===== config.mk =====
export PLATFORM = sky130hd
export DESIGN_NAME = rational_accumulator_unit_top
export DESIGN_NICKNAME = d
export VERILOG_FILES = /design/src/rtl/rau_pkg.sv /design/src/rtl/rau_alu.sv /design/src/rtl/rau_core.sv /design/src/rtl/rational_accumulator_unit_top.sv
export SDC_FILE = /design/constraint.sdc
export NUM_CORES = 1
export LEC_CHECK = 0
export ABC_CLOCK_PERIOD_IN_PS = 8700
export BUFFER_PORTS_ARGS = -buffer_cell sky130_fd_sc_hd__buf_2
export CAP_MARGIN = 15
export CORE_ASPECT_RATIO = 0.8
export CORE_UTILIZATION = 30
export DETAILED_ROUTE_END_ITERATION = 12
export PLACE_DENSITY = 0.53
export REMOVE_ABC_BUFFERS = 1
export SYNTH_ARGS = -nofsm -noshare
export SYNTH_HDL_FRONTEND = slang
export SYNTH_HIERARCHICAL = 1
export SYNTH_SLANG_ARGS = --single-unit

===== constraint.sdc =====
create_clock -name clk -period 8.7 [get_ports clk]
set_input_delay 0 -clock clk [delete_from_list [all_inputs] [get_ports clk]]
set_output_delay 0 -clock clk [all_outputs]
set_load 0.005 [all_outputs]

===== src/rtl/rau_pkg.sv =====
// Shared types and command codes for the rational accumulator unit.
// No dependencies; imported by rau_core and the top level.
package rau_pkg;

    typedef logic [2:0] rau_cmd_t;

    localparam rau_cmd_t CMD_LOAD    = 3'd0;
    localparam rau_cmd_t CMD_ADD     = 3'd1;
    localparam rau_cmd_t CMD_MUL     = 3'd2;
    localparam rau_cmd_t CMD_PREINC  = 3'd3;
    localparam rau_cmd_t CMD_POSTINC = 3'd4;
    localparam rau_cmd_t CMD_CMP     = 3'd5;
    localparam rau_cmd_t CMD_ADD_NU  = 3'd6;
    localparam rau_cmd_t CMD_MUL_NU  = 3'd7;

    // Core status toward the stream wrapper.
    typedef struct packed {
        logic idle;   // core can take a new command word
        logic done;   // result regs valid and handed over this cycle
    } rau_stat_t;

endpackage


===== src/rtl/rau_alu.sv =====
// Shared add/subtract unit of the rational accumulator unit.
// No dependencies; instanced once by rau_core.
module rau_alu #(
    parameter int WORD_BITS = 32
) (
    input  logic [WORD_BITS-1:0] a,
    input  logic [WORD_BITS-1:0] b,
    input  logic                 sub,
    output logic [WORD_BITS-1:0] sum,
    output logic                 carry
);

    logic [WORD_BITS-1:0] b_eff;

    // Subtract as a + ~b + 1; carry out high means a >= b (unsigned).
    assign b_eff = sub ? ~b : b;
    assign {carry, sum} = {1'b0, a} + {1'b0, b_eff} + (WORD_BITS+1)'(sub);

endmodule


===== src/rtl/rau_core.sv =====
// Sequencer and datapath registers of the rational accumulator unit.
// Depends on rau_pkg and rau_alu (the single shared adder).
module rau_core #(
    parameter int WORD_BITS = 32
) (
    input  logic                 clk,
    input  logic                 rst_n,
    input  logic                 start,
    input  rau_pkg::rau_cmd_t    cmd,
    input  logic [WORD_BITS-1:0] opd_n,
    input  logic [WORD_BITS-1:0] opd_d,
    input  logic                 out_free,
    output rau_pkg::rau_stat_t   stat,
    output logic [WORD_BITS-1:0] res_n,
    output logic [WORD_BITS-1:0] res_d,
    output logic                 res_eq
);

    import rau_pkg::*;

    localparam int CNT_W = $clog2(WORD_BITS);
    localparam int K_W   = $clog2(WORD_BITS + 1);
    localparam logic [CNT_W-1:0] CNT_LAST = CNT_W'(WORD_BITS - 1);

    localparam logic [3:0] ST_IDLE  = 4'd0;
    localparam logic [3:0] ST_MLOAD = 4'd1;
    localparam logic [3:0] ST_MUL   = 4'd2;
    localparam logic [3:0] ST_ADDP  = 4'd3;
    localparam logic [3:0] ST_INC   = 4'd4;
    localparam logic [3:0] ST_RCHK  = 4'd5;
    localparam logic [3:0] ST_GTWO  = 4'd6;
    localparam logic [3:0] ST_GCD   = 4'd7;
    localparam logic [3:0] ST_GSHL  = 4'd8;
    localparam logic [3:0] ST_DIV   = 4'd9;
    localparam logic [3:0] ST_FIN   = 4'd10;
    localparam logic [3:0] ST_DONE  = 4'd11;

    // Product slots: numerator term, cross term (add only), denominator.
    localparam logic [1:0] P_FIRST = 2'd0;
    localparam logic [1:0] P_CROSS = 2'd1;
    localparam logic [1:0] P_DEN   = 2'd2;

    logic [3:0]           state_reg, state_next;
    rau_cmd_t             cmd_reg, cmd_next;
    logic                 phase_reg, phase_next;
    logic [1:0]           idx_reg, idx_next;
    logic                 dsel_reg, dsel_next;
    logic [CNT_W-1:0]     cnt_reg, cnt_next;
    logic [K_W-1:0]       k_reg, k_next;
    logic [WORD_BITS-1:0] acc_n_reg, acc_n_next;
    logic [WORD_BITS-1:0] acc_d_reg, acc_d_next;

    logic [WORD_BITS-1:0] opd_n_reg, opd_n_next;
    logic [WORD_BITS-1:0] opd_d_reg, opd_d_next;
    logic [WORD_BITS-1:0] rn_reg, rn_next;
    logic [WORD_BITS-1:0] rd_reg, rd_next;
    logic [WORD_BITS-1:0] ta_reg, ta_next;
    logic [WORD_BITS-1:0] tb_reg, tb_next;
    logic [WORD_BITS-1:0] mcand_reg, mcand_next;
    logic [WORD_BITS-1:0] mplier_reg, mplier_next;
    logic [WORD_BITS-1:0] prod_reg, prod_next;
    logic [WORD_BITS-1:0] rem_reg, rem_next;
    logic [WORD_BITS-1:0] quo_reg, quo_next;
    logic [WORD_BITS-1:0] res_n_reg, res_n_next;
    logic [WORD_BITS-1:0] res_d_reg, res_d_next;
    logic                 res_eq_reg, res_eq_next;

    logic [WORD_BITS-1:0] alu_a, alu_b, alu_sum;
    logic                 alu_sub, alu_carry;
    logic [WORD_BITS-1:0] div_shift, quo_new;
    logic                 is_add, is_upd, rn_pos, rd_pos;

    rau_alu #(.WORD_BITS(WORD_BITS)) u_alu (
        .a     (alu_a),
        .b     (alu_b),
        .sub   (alu_sub),
        .sum   (alu_sum),
        .carry (alu_carry)
    );

    assign is_add    = (cmd_reg == CMD_ADD) || (cmd_reg == CMD_ADD_NU);
    assign is_upd    = (cmd_reg == CMD_ADD) || (cmd_reg == CMD_MUL) || (cmd_reg == CMD_PREINC);
    assign rn_pos    = (rn_reg != '0) && !rn_reg[WORD_BITS-1];
    assign rd_pos    = (rd_reg != '0) && !rd_reg[WORD_BITS-1];
    assign div_shift = {rem_reg[WORD_BITS-2:0], quo_reg[WORD_BITS-1]};
    assign quo_new   = {quo_reg[WORD_BITS-2:0], alu_carry};

    // Operand steering for the shared adder.
    always_comb
    begin
        alu_a   = '0;
        alu_b   = '0;
        alu_sub = 1'b0;
        case (state_reg)
            ST_INC:
            begin
                alu_a = acc_n_reg;
                alu_b = acc_d_reg;
            end
            ST_MUL:
            begin
                alu_a = prod_reg;
                alu_b = mplier_reg[0] ? mcand_reg : '0;
            end
            ST_ADDP:
            begin
                alu_a = rn_reg;
                alu_b = prod_reg;
            end
            ST_GCD:
            begin
                alu_a   = ta_reg;
                alu_b   = tb_reg;
                alu_sub = 1'b1;
            end
            ST_DIV:
            begin
                alu_a   = div_shift;
                alu_b   = ta_reg;
                alu_sub = 1'b1;
            end
            default:
            begin
                alu_a = '0;
            end
        endcase
    end

    always_comb
    begin
        state_next  = state_reg;
        cmd_next    = cmd_reg;
        phase_next  = phase_reg;
        idx_next    = idx_reg;
        dsel_next   = dsel_reg;
        cnt_next    = cnt_reg;
        k_next      = k_reg;
        acc_n_next  = acc_n_reg;
        acc_d_next  = acc_d_reg;
        opd_n_next  = opd_n_reg;
        opd_d_next  = opd_d_reg;
        rn_next     = rn_reg;
        rd_next     = rd_reg;
        ta_next     = ta_reg;
        tb_next     = tb_reg;
        mcand_next  = mcand_reg;
        mplier_next = mplier_reg;
        prod_next   = prod_reg;
        rem_next    = rem_reg;
        quo_next    = quo_reg;
        res_n_next  = res_n_reg;
        res_d_next  = res_d_reg;
        res_eq_next = res_eq_reg;

        unique case (state_reg)
            ST_IDLE:
            begin
                if (start)
                begin
                    cmd_next    = cmd;
                    opd_n_next  = opd_n;
                    opd_d_next  = opd_d;
                    res_eq_next = 1'b0;
                    phase_next  = 1'b0;
                    idx_next    = P_FIRST;
                    cnt_next    = '0;
                    unique case (cmd) inside
                        CMD_LOAD:
                        begin
                            acc_n_next = opd_n;
                            acc_d_next = opd_d;
                            res_n_next = opd_n;
                            res_d_next = opd_d;
                            state_next = ST_DONE;
                        end
                        CMD_CMP:
                        begin
                            res_n_next  = acc_n_reg;
                            res_d_next  = acc_d_reg;
                            res_eq_next = (acc_n_reg == opd_n) && (acc_d_reg == opd_d);
                            state_next  = ST_DONE;
                        end
                        CMD_ADD, CMD_MUL, CMD_ADD_NU, CMD_MUL_NU:
                        begin
                            state_next = ST_MLOAD;
                        end
                        CMD_PREINC:
                        begin
                            state_next = ST_INC;
                        end
                        CMD_POSTINC:
                        begin
                            // Reduce the old value first; it is the reply.
                            rn_next    = acc_n_reg;
                            rd_next    = acc_d_reg;
                            state_next = ST_RCHK;
                        end
                        default:
                        begin
                            state_next = ST_IDLE;
                        end
                    endcase
                end
            end
            ST_MLOAD:
            begin
                prod_next  = '0;
                cnt_next   = '0;
                state_next = ST_MUL;
                case (idx_reg)
                    P_FIRST:
                    begin
                        mcand_next  = acc_n_reg;
                        mplier_next = is_add ? opd_d_reg : opd_n_reg;
                    end
                    P_CROSS:
                    begin
                        mcand_next  = acc_d_reg;
                        mplier_next = opd_n_reg;
                    end
                    default:
                    begin
                        mcand_next  = acc_d_reg;
                        mplier_next = opd_d_reg;
                    end
                endcase
            end
            ST_MUL:
            begin
                // One multiplier bit per cycle, product wraps at the word.
                prod_next   = alu_sum;
                mcand_next  = {mcand_reg[WORD_BITS-2:0], 1'b0};
                mplier_next = {1'b0, mplier_reg[WORD_BITS-1:1]};
                cnt_next    = cnt_reg + 1'b1;
                if (cnt_reg == CNT_LAST)
                begin
                    cnt_next = '0;
                    case (idx_reg)
                        P_FIRST:
                        begin
                            rn_next    = alu_sum;
                            idx_next   = is_add ? P_CROSS : P_DEN;
                            state_next = ST_MLOAD;
                        end
                        P_CROSS:
                        begin
                            state_next = ST_ADDP;
                        end
                        default:
                        begin
                            rd_next    = alu_sum;
                            state_next = ST_RCHK;
                        end
                    endcase
                end
            end
            ST_ADDP:
            begin
                rn_next    = alu_sum;
                idx_next   = P_DEN;
                state_next = ST_MLOAD;
            end
            ST_INC:
            begin
                rn_next    = alu_sum;
                rd_next    = acc_d_reg;
                state_next = ST_RCHK;
            end
            ST_RCHK:
            begin
                // Reduce only when both terms are strictly positive.
                if (rn_pos && rd_pos)
                begin
                    ta_next    = rn_reg;
                    tb_next    = rd_reg;
                    k_next     = '0;
                    state_next = ST_GTWO;
                end
                else
                begin
                    state_next = ST_FIN;
                end
            end
            ST_GTWO:
            begin
                if (!ta_reg[0] && !tb_reg[0])
                begin
                    ta_next = {1'b0, ta_reg[WORD_BITS-1:1]};
                    tb_next = {1'b0, tb_reg[WORD_BITS-1:1]};
                    k_next  = k_reg + 1'b1;
                end
                else
                begin
                    state_next = ST_GCD;
                end
            end
            ST_GCD:
            begin
                if (alu_sum == '0)
                begin
                    if (k_reg == '0)
                    begin
                        quo_next   = rn_reg;
                        rem_next   = '0;
                        cnt_next   = '0;
                        dsel_next  = 1'b0;
                        state_next = ST_DIV;
                    end
                    else
                    begin
                        state_next = ST_GSHL;
                    end
                end
                else if (!ta_reg[0])
                begin
                    ta_next = {1'b0, ta_reg[WORD_BITS-1:1]};
                end
                else if (!tb_reg[0])
                begin
                    tb_next = {1'b0, tb_reg[WORD_BITS-1:1]};
                end
                else if (alu_carry)
                begin
                    ta_next = alu_sum;
                end
                else
                begin
                    // Keep the larger term in ta for the next subtract.
                    ta_next = tb_reg;
                    tb_next = ta_reg;
                end
            end
            ST_GSHL:
            begin
                // Restore the common power of two, one bit a cycle.
                ta_next = {ta_reg[WORD_BITS-2:0], 1'b0};
                k_next  = k_reg - 1'b1;
                if (k_reg == K_W'(1))
                begin
                    quo_next   = rn_reg;
                    rem_next   = '0;
                    cnt_next   = '0;
                    dsel_next  = 1'b0;
                    state_next = ST_DIV;
                end
            end
            ST_DIV:
            begin
                // Restoring division by the gcd held in ta.
                rem_next = alu_carry ? alu_sum : div_shift;
                quo_next = quo_new;
                cnt_next = cnt_reg + 1'b1;
                if (cnt_reg == CNT_LAST)
                begin
                    cnt_next = '0;
                    rem_next = '0;
                    if (!dsel_reg)
                    begin
                        rn_next   = quo_new;
                        quo_next  = rd_reg;
                        dsel_next = 1'b1;
                    end
                    else
                    begin
                        rd_next    = quo_new;
                        state_next = ST_FIN;
                    end
                end
            end
            ST_FIN:
            begin
                if (cmd_reg == CMD_POSTINC)
                begin
                    if (!phase_reg)
                    begin
                        res_n_next = rn_reg;
                        res_d_next = rd_reg;
                        phase_next = 1'b1;
                        state_next = ST_INC;
                    end
                    else
                    begin
                        acc_n_next = rn_reg;
                        acc_d_next = rd_reg;
                        phase_next = 1'b0;
                        state_next = ST_DONE;
                    end
                end
                else
                begin
                    res_n_next = rn_reg;
                    res_d_next = rd_reg;
                    if (is_upd)
                    begin
                        acc_n_next = rn_reg;
                        acc_d_next = rd_reg;
                    end
                    state_next = ST_DONE;
                end
            end
            ST_DONE:
            begin
                if (out_free)
                begin
                    state_next = ST_IDLE;
                end
            end
            default:
            begin
                state_next = ST_IDLE;
            end
        endcase
    end

    always_ff @(posedge clk or negedge rst_n)
    begin
        if (!rst_n)
        begin
            state_reg <= ST_IDLE;
            cmd_reg   <= CMD_LOAD;
            phase_reg <= 1'b0;
            idx_reg   <= P_FIRST;
            dsel_reg  <= 1'b0;
            cnt_reg   <= '0;
            k_reg     <= '0;
            acc_n_reg <= '0;
            acc_d_reg <= WORD_BITS'(1);
        end
        else
        begin
            state_reg <= state_next;
            cmd_reg   <= cmd_next;
            phase_reg <= phase_next;
            idx_reg   <= idx_next;
            dsel_reg  <= dsel_next;
            cnt_reg   <= cnt_next;
            k_reg     <= k_next;
            acc_n_reg <= acc_n_next;
            acc_d_reg <= acc_d_next;
        end
    end

    always_ff @(posedge clk)
    begin
        opd_n_reg  <= opd_n_next;
        opd_d_reg  <= opd_d_next;
        rn_reg     <= rn_next;
        rd_reg     <= rd_next;
        ta_reg     <= ta_next;
        tb_reg     <= tb_next;
        mcand_reg  <= mcand_next;
        mplier_reg <= mplier_next;
        prod_reg   <= prod_next;
        rem_reg    <= rem_next;
        quo_reg    <= quo_next;
        res_n_reg  <= res_n_next;
        res_d_reg  <= res_d_next;
        res_eq_reg <= res_eq_next;
    end

    assign stat.idle = (state_reg == ST_IDLE);
    assign stat.done = (state_reg == ST_DONE) && out_free;
    assign res_n     = res_n_reg;
    assign res_d     = res_d_reg;
    assign res_eq    = res_eq_reg;

    a_gcd_nonzero: assert property (@(posedge clk) disable iff (!rst_n)
        (state_reg == ST_GCD) |-> (ta_reg != '0 && tb_reg != '0))
        else $error("gcd loop running on a zero term");

    a_div_positive: assert property (@(posedge clk) disable iff (!rst_n)
        (state_reg == ST_DIV) |-> (ta_reg != '0 && !ta_reg[WORD_BITS-1]))
        else $error("division by a divisor that is not positive");

    a_shl_count: assert property (@(posedge clk) disable iff (!rst_n)
        (state_reg == ST_GSHL) |-> (k_reg != '0))
        else $error("gcd shift-back entered with no shift pending");

    a_done_idle: assert property (@(posedge clk) disable iff (!rst_n)
        stat.done |=> (state_reg == ST_IDLE))
        else $error("core did not return to idle after handing over a result");

endmodule


===== src/rtl/rational_accumulator_unit_top.sv =====
// Top level of the rational accumulator unit: stream ports and output register.
// Depends on rau_pkg and rau_core.
//
// Usage:
//   Slave channel (s_*) takes one command word: s_tuser is the command code,
//   s_tdata the operand fraction. Master channel (m_*) returns one result
//   word per command: s_tdata/m_tdata hold numerator then denominator, and
//   m_tuser is the compare flag.
//   The block holds one fraction (numerator / denominator, WORD_BITS wide).
//   Add and multiply run up to three shift-add products, one multiplier bit
//   a cycle, then reduce through a binary gcd loop and two restoring
//   divisions, all on one shared adder; post-increment runs two reductions.
//   s_tready is high only while the core is idle; one command is in flight.
//   Results land in an output register; a stalled receiver holds that word,
//   and the core waits with the next finished result until it drains.
//   Reset clears the fraction to 0/1 and empties the output register.
module rational_accumulator_unit_top #(
    parameter int WORD_BITS = 32
) (
    input  logic        clk,
    input  logic        rst_n,
    input  logic        s_tvalid,
    output logic        s_tready,
    input  logic [63:0] s_tdata,   // [31:0] operand_numerator, [63:32] operand_denominator
    input  logic [2:0]  s_tuser,   // [2:0] cmd
    output logic        m_tvalid,
    input  logic        m_tready,
    output logic [63:0] m_tdata,   // [31:0] result_numerator, [63:32] result_denominator
    output logic        m_tuser    // [0] is_equal
);

    import rau_pkg::*;

    rau_stat_t            stat;
    logic                 start;
    logic                 out_free;
    logic [WORD_BITS-1:0] opd_n, opd_d;
    logic [WORD_BITS-1:0] res_n, res_d;
    logic                 res_eq;

    logic                 m_valid_reg, m_valid_next;
    logic [31:0]          m_n_reg, m_n_next;
    logic [31:0]          m_d_reg, m_d_next;
    logic                 m_eq_reg, m_eq_next;

    // Fit the 32-bit operand fields to the internal word (sign extend or cut).
    assign opd_n = WORD_BITS'(signed'(s_tdata[31:0]));
    assign opd_d = WORD_BITS'(signed'(s_tdata[63:32]));

    assign s_tready = stat.idle;
    assign start    = s_tvalid && s_tready;
    assign out_free = !m_valid_reg || m_tready;

    rau_core #(.WORD_BITS(WORD_BITS)) u_core (
        .clk      (clk),
        .rst_n    (rst_n),
        .start    (start),
        .cmd      (s_tuser),
        .opd_n    (opd_n),
        .opd_d    (opd_d),
        .out_free (out_free),
        .stat     (stat),
        .res_n    (res_n),
        .res_d    (res_d),
        .res_eq   (res_eq)
    );

    // Output register: load a finished word, drop it once taken.
    always_comb
    begin
        m_valid_next = m_valid_reg;
        m_n_next     = m_n_reg;
        m_d_next     = m_d_reg;
        m_eq_next    = m_eq_reg;
        if (stat.done)
        begin
            m_valid_next = 1'b1;
            m_n_next     = 32'(signed'(res_n));
            m_d_next     = 32'(signed'(res_d));
            m_eq_next    = res_eq;
        end
        else if (m_tready)
        begin
            m_valid_next = 1'b0;
        end
    end

    always_ff @(posedge clk or negedge rst_n)
    begin
        if (!rst_n)
        begin
            m_valid_reg <= 1'b0;
        end
        else
        begin
            m_valid_reg <= m_valid_next;
        end
    end

    always_ff @(posedge clk)
    begin
        m_n_reg  <= m_n_next;
        m_d_reg  <= m_d_next;
        m_eq_reg <= m_eq_next;
    end

    assign m_tvalid = m_valid_reg;
    assign m_tdata  = {m_d_reg, m_n_reg};
    assign m_tuser  = m_eq_reg;

    a_no_overwrite: assert property (@(posedge clk) disable iff (!rst_n)
        stat.done |-> (!m_valid_reg || m_tready))
        else $error("result loaded over a word still waiting");

    a_busy_after_accept: assert property (@(posedge clk) disable iff (!rst_n)
        start |=> !s_tready)
        else $error("ready stayed high after a command was taken");

    a_ready_no_pending: assert property (@(posedge clk) disable iff (!rst_n)
        stat.done |=> (m_valid_reg && s_tready))
        else $error("handover did not fill the output register and free the core");

endmodule


Yosys cells after proc, flatten, opt, wreduce, memory -nomap -nowiden
Index checks and enable logic that the tools add are counted.

Input bits: 71. Logic and storage cells: 256. Register bits: 568. Output and inout bits: 67.

Reduce and logical (&&, ||, !) cells: 56. Add/sub/neg operators: 5. Bitwise logic cells: 1. Mux-type cells: 112. Eq/ne operators: 53.

Operators by type and width (count): $mux W32 (48); $pmux W32 S2 (10); $pmux W32 S4 (3); $pmux W32 S5 (2); $pmux W32 S3 (2); $mux W31 (5); $pmux W31 S3 (1); $eq A32 B32 Y1 (2); $reduce_bool A32 Y1 (2); $pmux W4 S12 (1); $mux W4 (11); $add A32 B32 Y33 (1); $add A33 B1 Y33 (1); $logic_not A32 Y1 (1); $not A32 Y32 (1); $ne A2 B1 Y1 const B (15); $mux W5 (5); $pmux W5 S5 (1); $reduce_and A5 Y1 (5); $eq A3 B3 Y1 const B (6); $pmux W6 S3 (1); $eq A4 B3 Y1 const B (4); $eq A4 B4 Y1 const B (4); $pmux W4 S4 (1); other kinds (40) (94).

Logic depth before layout (Yosys ltp)
Word-level depth: 11. Depth in mapped cells: 24. Gate-level depth less buffers: 20.

Hierarchy
The synthesis kept the hierarchy.

By module, submodules not included: rau_core (area each 26406.6 um2, cells an instance 2451, times used 1, sequential area each 14645.3 um2); rau_alu (area each 2100.8 um2, cells an instance 300, times used 1, sequential area each 0.0 um2); rational_accumulator_unit_top (area each 2005.7 um2, cells an instance 69, times used 1, sequential area each 1976.9 um2).

Least setup slack after synthesis
Ideal clock, no wire load.

Path kind: flip-flop to flip-flop. Start: register u_core.state_reg[1]. End: register u_core.quo_reg[0], enable pin. Library setup time: 0.522 ns. Required time: 8.178 ns. Cell stages (with the launch flop): 22. Slack: 0.323 ns. Data arrival time: 7.855 ns. Cell sequence: dfrtp_1 > nand2b_1 > or2_2 > buf_2 > buf_1 > nand2_1 > buf_2 > clkbuf_1 > xor2_1 > ha_1 > nor2b_1 > o2111a_1 > o2111ai_1 > nand3_1 > o31ai_2 > o221ai_1 > xor2_1 > nor4_1 > nand2_1 > nor4_4 > nand4_1 > a31oi_1.

Cells in the longest elaborated chain, start to end: 9. Elaborated cells between the ends (all ways): 20. Those cells by class: add/sub: 2; eq/ne: 9; mux: 4; bitwise: 1; reduce/logical: 4.

RTL lines: start: declaration (RTL line rau_core.sv:43) `logic [3:0] state_reg, state_next;`; start signal: assignment (RTL line rau_core.sv:431) `state_reg <= state_next;`; $eq A4 B3 Y1 / $eq A4 B4 Y1 (equally long branches) (RTL line rau_core.sv:94) `case (state_reg)`; $reduce_or A2 Y1 (no line) *; $mux W1 * (RTL line rau_core.sv:94); via u_core.alu_sub (RTL line rau_core.sv:69) `logic alu_sub, alu_carry;`; $mux W32 (RTL line rau_alu.sv:16) `assign b_eff = sub ? ~b : b;`; $add A32 B32 Y33 (RTL line rau_alu.sv:17) `assign {carry, sum} = {1'b0, a} + {1'b0, b_eff} + (WORD_BITS+1)'(sub);`; $add A33 B1 Y33 * (RTL line rau_alu.sv:17); via u_core.alu_sum[26] (RTL line rau_core.sv:68) `logic [WORD_BITS-1:0] alu_a, alu_b, alu_sum;`; $logic_not A32 Y1 * (RTL line rau_core.sv:299) `if (alu_sum == '0)`; $ne A2 B1 Y1 (no line) *; $reduce_and A4 Y1 (no line) *; end signal: assignment (RTL line rau_core.sv:455) `quo_reg <= quo_next;`; end: declaration (RTL line rau_core.sv:63) `logic [WORD_BITS-1:0] quo_reg, quo_next;`.

The timed path passes the listed nets; every way through them passes the cells marked *. A chain may end at the register's enable or synchronous reset.

Worst setup path in the final report
Start: register u_core.state_reg[1]. End: register u_core.quo_reg[17], enable pin.

Same word-level chain as after synthesis.

==> results.json <==
{
  "clock-root-buffer": "sky130_fd_sc_hd__clkbuf_16",
  "final_cell_count_no_fill": 4328,
  "drv_slew": 0,
  "syn_inst": 2820,
  "setup.worst_path.end_class": "register",
  "clock_latency_ps": 640,
  "skew_final_ps": 37.8,
  "clk_pin_slew_worst_paths_ps": 70,
  "design.core.area_sq_um": 101000,
  "timing.hold.worst.class": "input port to register",
  "y_dimension_of_the_die_um": 287,
  "gr-total-overflow": 0,
  "status": "complete, no violations",
  "dr_vias_cell": 5.63,
  "fin_setup_tns_ps": 0,
  "setup.worst_path.class": "register to register",
  "rr_startpoint": "u_core/state_reg[1]",
  "initial_antenna_violation_count": 4,
  "synth.cell_area_sq_um": 30500,
  "wl_per_cell_um": 25.9,
  "syn_avg_cell_area_sq_um": 10.8,
  "numCtsBuffers": 66,
  "synth_async_sr_flop_share": 0.153,
  "total_of_cells_resized_after_clock_tree_synthesis": 0,
  "maximum_number_of_pins_on_one_net_before_global_route_repair": 83,
  "fmaxAchievable_ghz": 0.133,
  "ys.flop_type": "sky130_fd_sc_hd__edfxtp_1",
  "placed_instance_area_sq_um": 32600,
  "final-setup-viol-count": 0,
  "cp.required_ps": 8940,
  "core.rowCount": 104,
  "synth_seq_cells": 568,
  "drt_first_pass_iters": 9,
  "rr_worst_depth": 17,
  "port_buffers": 137,
  "cts.sinks": 568,
  "global_route.usage.total": 0.215,
  "fin_worst_hold_slack_ps": 37.9,
  "finalCriticalPeriod_ps": 7540,
  "drt-total-wl_mm": 112,
  "cp_startpoint_kind": "register",
  "pwrdens_nw_per_um2": 391,
  "ff_to_ff_end": "u_core/quo_reg[17]",
  "diodes": 0,
  "clock_tree.buffer_depth": 3,
  "io_pins": 138,
  "setup.reg_to_reg.worst_slack_ps": 1160,
  "tritoncts": "built",
  "synth-seq-area-share": 0.545,
  "hold_violation_count_in_the_final_report": 0,
  "postCtsSetupRepairBufs": 0,
  "initial_utilization": 0.303,
  "dpl.cell_count": 4134,
  "worst_pin_slew_ps": 1200,
  "hold_end": "u_core/phase_reg",
  "cts_hold_repair.buffers": 71,
  "area_growth_pct": 16.5,
  "fin_crit_sh": 0.867,
  "place.detailed.hpwl_mm": 75.2,
  "ir_worst_vdd_v": 0.000221,
  "drt_iter0_drc": 3420,
  "critical_path_peak_fanout": 34,
  "cts.htree.levels": 3,
  "worstHoldPathCells": 5,
  "ys_warn_count": 6,
  "cp_data_arrival_time_ps": 7780,
  "grt_first_pass_wirelength_mm": 164,
  "fillCellCount": 10182,
  "layout-drive-gt1-share": 0.124,
  "design.die.area_sq_um": 103000,
  "route.antenna.remaining_nets": 0,
  "layout.nets": 3063,
  "slew_headroom": 0.193,
  "drv_cap": 0,
  "vias": 24352,
  "p_leak_nw": 13.7,
  "drc": 0,
  "die_x_um": 359,
  "fin_util": 0.353,
  "hold_start": "s_tvalid",
  "synth-edff-count": 481,
  "place_congestion": 0.950,
  "synth_cell_type_count": 89,
  "first_global_vias": 23245,
  "fin_area_sq_um": 35500,
  "grt_setup_unrepaired": "no"
}
## routing by layer
layer  global-route usage  routed length [um]  up-vias
met4               0.0514                2380        2
met5                    0                  12        -
met3               0.0566               11500      155
li1                     -                   -    10864
met1                0.328               52600    12044
met2                0.297               45500     1287
## how the worst max path moves through the flow
stage | slack (ps) | cells past startpoint | start | end
global route | 780 | 17 | u_core/state_reg[0] | u_core/quo_reg[17]
floorplan | -5600 | 16 | u_core/state_reg[0] | u_core/ta_reg[1]
global placement | 1610 | 18 | u_core/state_reg[0] | u_core/quo_reg[15]
CTS | 1280 | 17 | u_core/state_reg[1] | u_core/quo_reg[17]
detailed placement | 1360 | 17 | u_core/state_reg[1] | u_core/quo_reg[15]
finish | 1160 | 17 | u_core/state_reg[1] | u_core/quo_reg[17]
## Yosys cell counts (13+ instances only)
master	number	share of area
sky130_fd_sc_hd__mux2i_1	241	0.079
sky130_fd_sc_hd__buf_1	13	0.0016
sky130_fd_sc_hd__a21oi_1	53	0.0087
sky130_fd_sc_hd__a221o_1	18	0.0059
sky130_fd_sc_hd__nor4_1	41	0.0084
sky130_fd_sc_hd__a31oi_1	75	0.015
sky130_fd_sc_hd__xor2_1	82	0.024
sky130_fd_sc_hd__dfrtp_1	86	0.071
sky130_fd_sc_hd__and3_1	40	0.0082
sky130_fd_sc_hd__edfxtp_1	481	0.47
sky130_fd_sc_hd__nor2_1	158	0.019
sky130_fd_sc_hd__ha_1	40	0.016
sky130_fd_sc_hd__o211ai_1	35	0.0086
sky130_fd_sc_hd__a211o_1	19	0.0055
sky130_fd_sc_hd__a22oi_1	193	0.047
sky130_fd_sc_hd__nor3_1	18	0.0030
sky130_fd_sc_hd__clkbuf_1	103	0.013
sky130_fd_sc_hd__mux2_2	24	0.0089
sky130_fd_sc_hd__nand3_1	70	0.011
sky130_fd_sc_hd__xnor2_1	40	0.011
sky130_fd_sc_hd__o21ai_0	240	0.039
sky130_fd_sc_hd__buf_2	70	0.011
sky130_fd_sc_hd__nand4_1	20	0.0041
sky130_fd_sc_hd__inv_1	22	0.0027
sky130_fd_sc_hd__nand2_1	484	0.060
## kinds of logic after synthesis
logic type | share of synthesized area
simple gates | 0.130
compound gates | 0.153
fa+ha+maj | 0.0171
mux | 0.0879
flops | 0.545
buf+inv | 0.0321
xor+xnor | 0.0350
## final cells by class
class / instances / area [sq um] / share of cell area
Sequential cell: 568 / 16600 / 0.468
Timing Repair Buffer: 262 / 1930 / 0.0543
Multi-Input combinational cell: 2029 / 13100 / 0.368
Clock inverter: 25 / 253 / 0.00711
Clock buffer: 95 / 1910 / 0.0539
Tap cell: 1325 / 1660 / 0.0466
Inverter: 24 / 91.3 / 0.00257
## per-stage QoR
step / power, mW / setup WS, ps
finish: 13.9 / 1160
floorplan: 8.45 / -5600
global placement: 10.9 / 1610
global route: 14.6 / 779
CTS: 13.8 / 1280
detailed placement: 10.9 / 1360
## layout by cell type, fill, tap and decap left out, drive strengths merged, types with 6 or more instances in the layout
cell type | netlist | final
a211o | 19 | 19
a21o | 9 | 9
a21oi | 54 | 54
a221o | 18 | 18
a222oi | 10 | 10
a22oi | 194 | 194
a31oi | 76 | 76
and3 | 40 | 40
buf | 96 | 192
clkbuf | 103 | 95
clkinv | 0 | 16
dfrtp | 86 | 86
dlygate4sd3 | 0 | 70
edfxtp | 481 | 481
ha | 40 | 40
inv | 24 | 26
mux2 | 24 | 24
mux2i | 241 | 241
nand2 | 485 | 485
nand2b | 10 | 10
nand3 | 71 | 71
nand4 | 20 | 20
nor2 | 162 | 162
nor2b | 6 | 6
nor3 | 21 | 21
nor4 | 43 | 43
o211ai | 35 | 35
o21a | 7 | 7
o21ai | 253 | 253
o21bai | 7 | 7
or3 | 6 | 6
xnor2 | 40 | 40
xor2 | 82 | 82
## worst max-delay path, stage by stage, from the launching register on
cell and delay [ps]:
sky130_fd_sc_hd__dfrtp_1 990, sky130_fd_sc_hd__nand2b_1 450, sky130_fd_sc_hd__or2_2 210, sky130_fd_sc_hd__nand2_2 590, sky130_fd_sc_hd__mux2i_1 680, sky130_fd_sc_hd__fa_1 320
sky130_fd_sc_hd__nor2b_1 70, sky130_fd_sc_hd__o2111a_1 280, sky130_fd_sc_hd__o2111ai_1 350, sky130_fd_sc_hd__nand3_1 260, sky130_fd_sc_hd__o31ai_2 420, sky130_fd_sc_hd__xnor2_1 280
sky130_fd_sc_hd__nor4_1 360, sky130_fd_sc_hd__nand2_1 180, sky130_fd_sc_hd__nor4_4 610, sky130_fd_sc_hd__nand4_1 270, sky130_fd_sc_hd__a31oi_4 250, sky130_fd_sc_hd__buf_4 500
## where the power goes
group          internal (mW)  switching [mW]
Sequential              4.22           0.986
Clock                   1.66            1.19
Combinational           1.84            3.98
Total                   7.72            6.16
Note: power is estimated with default switching activity, not from simulation.
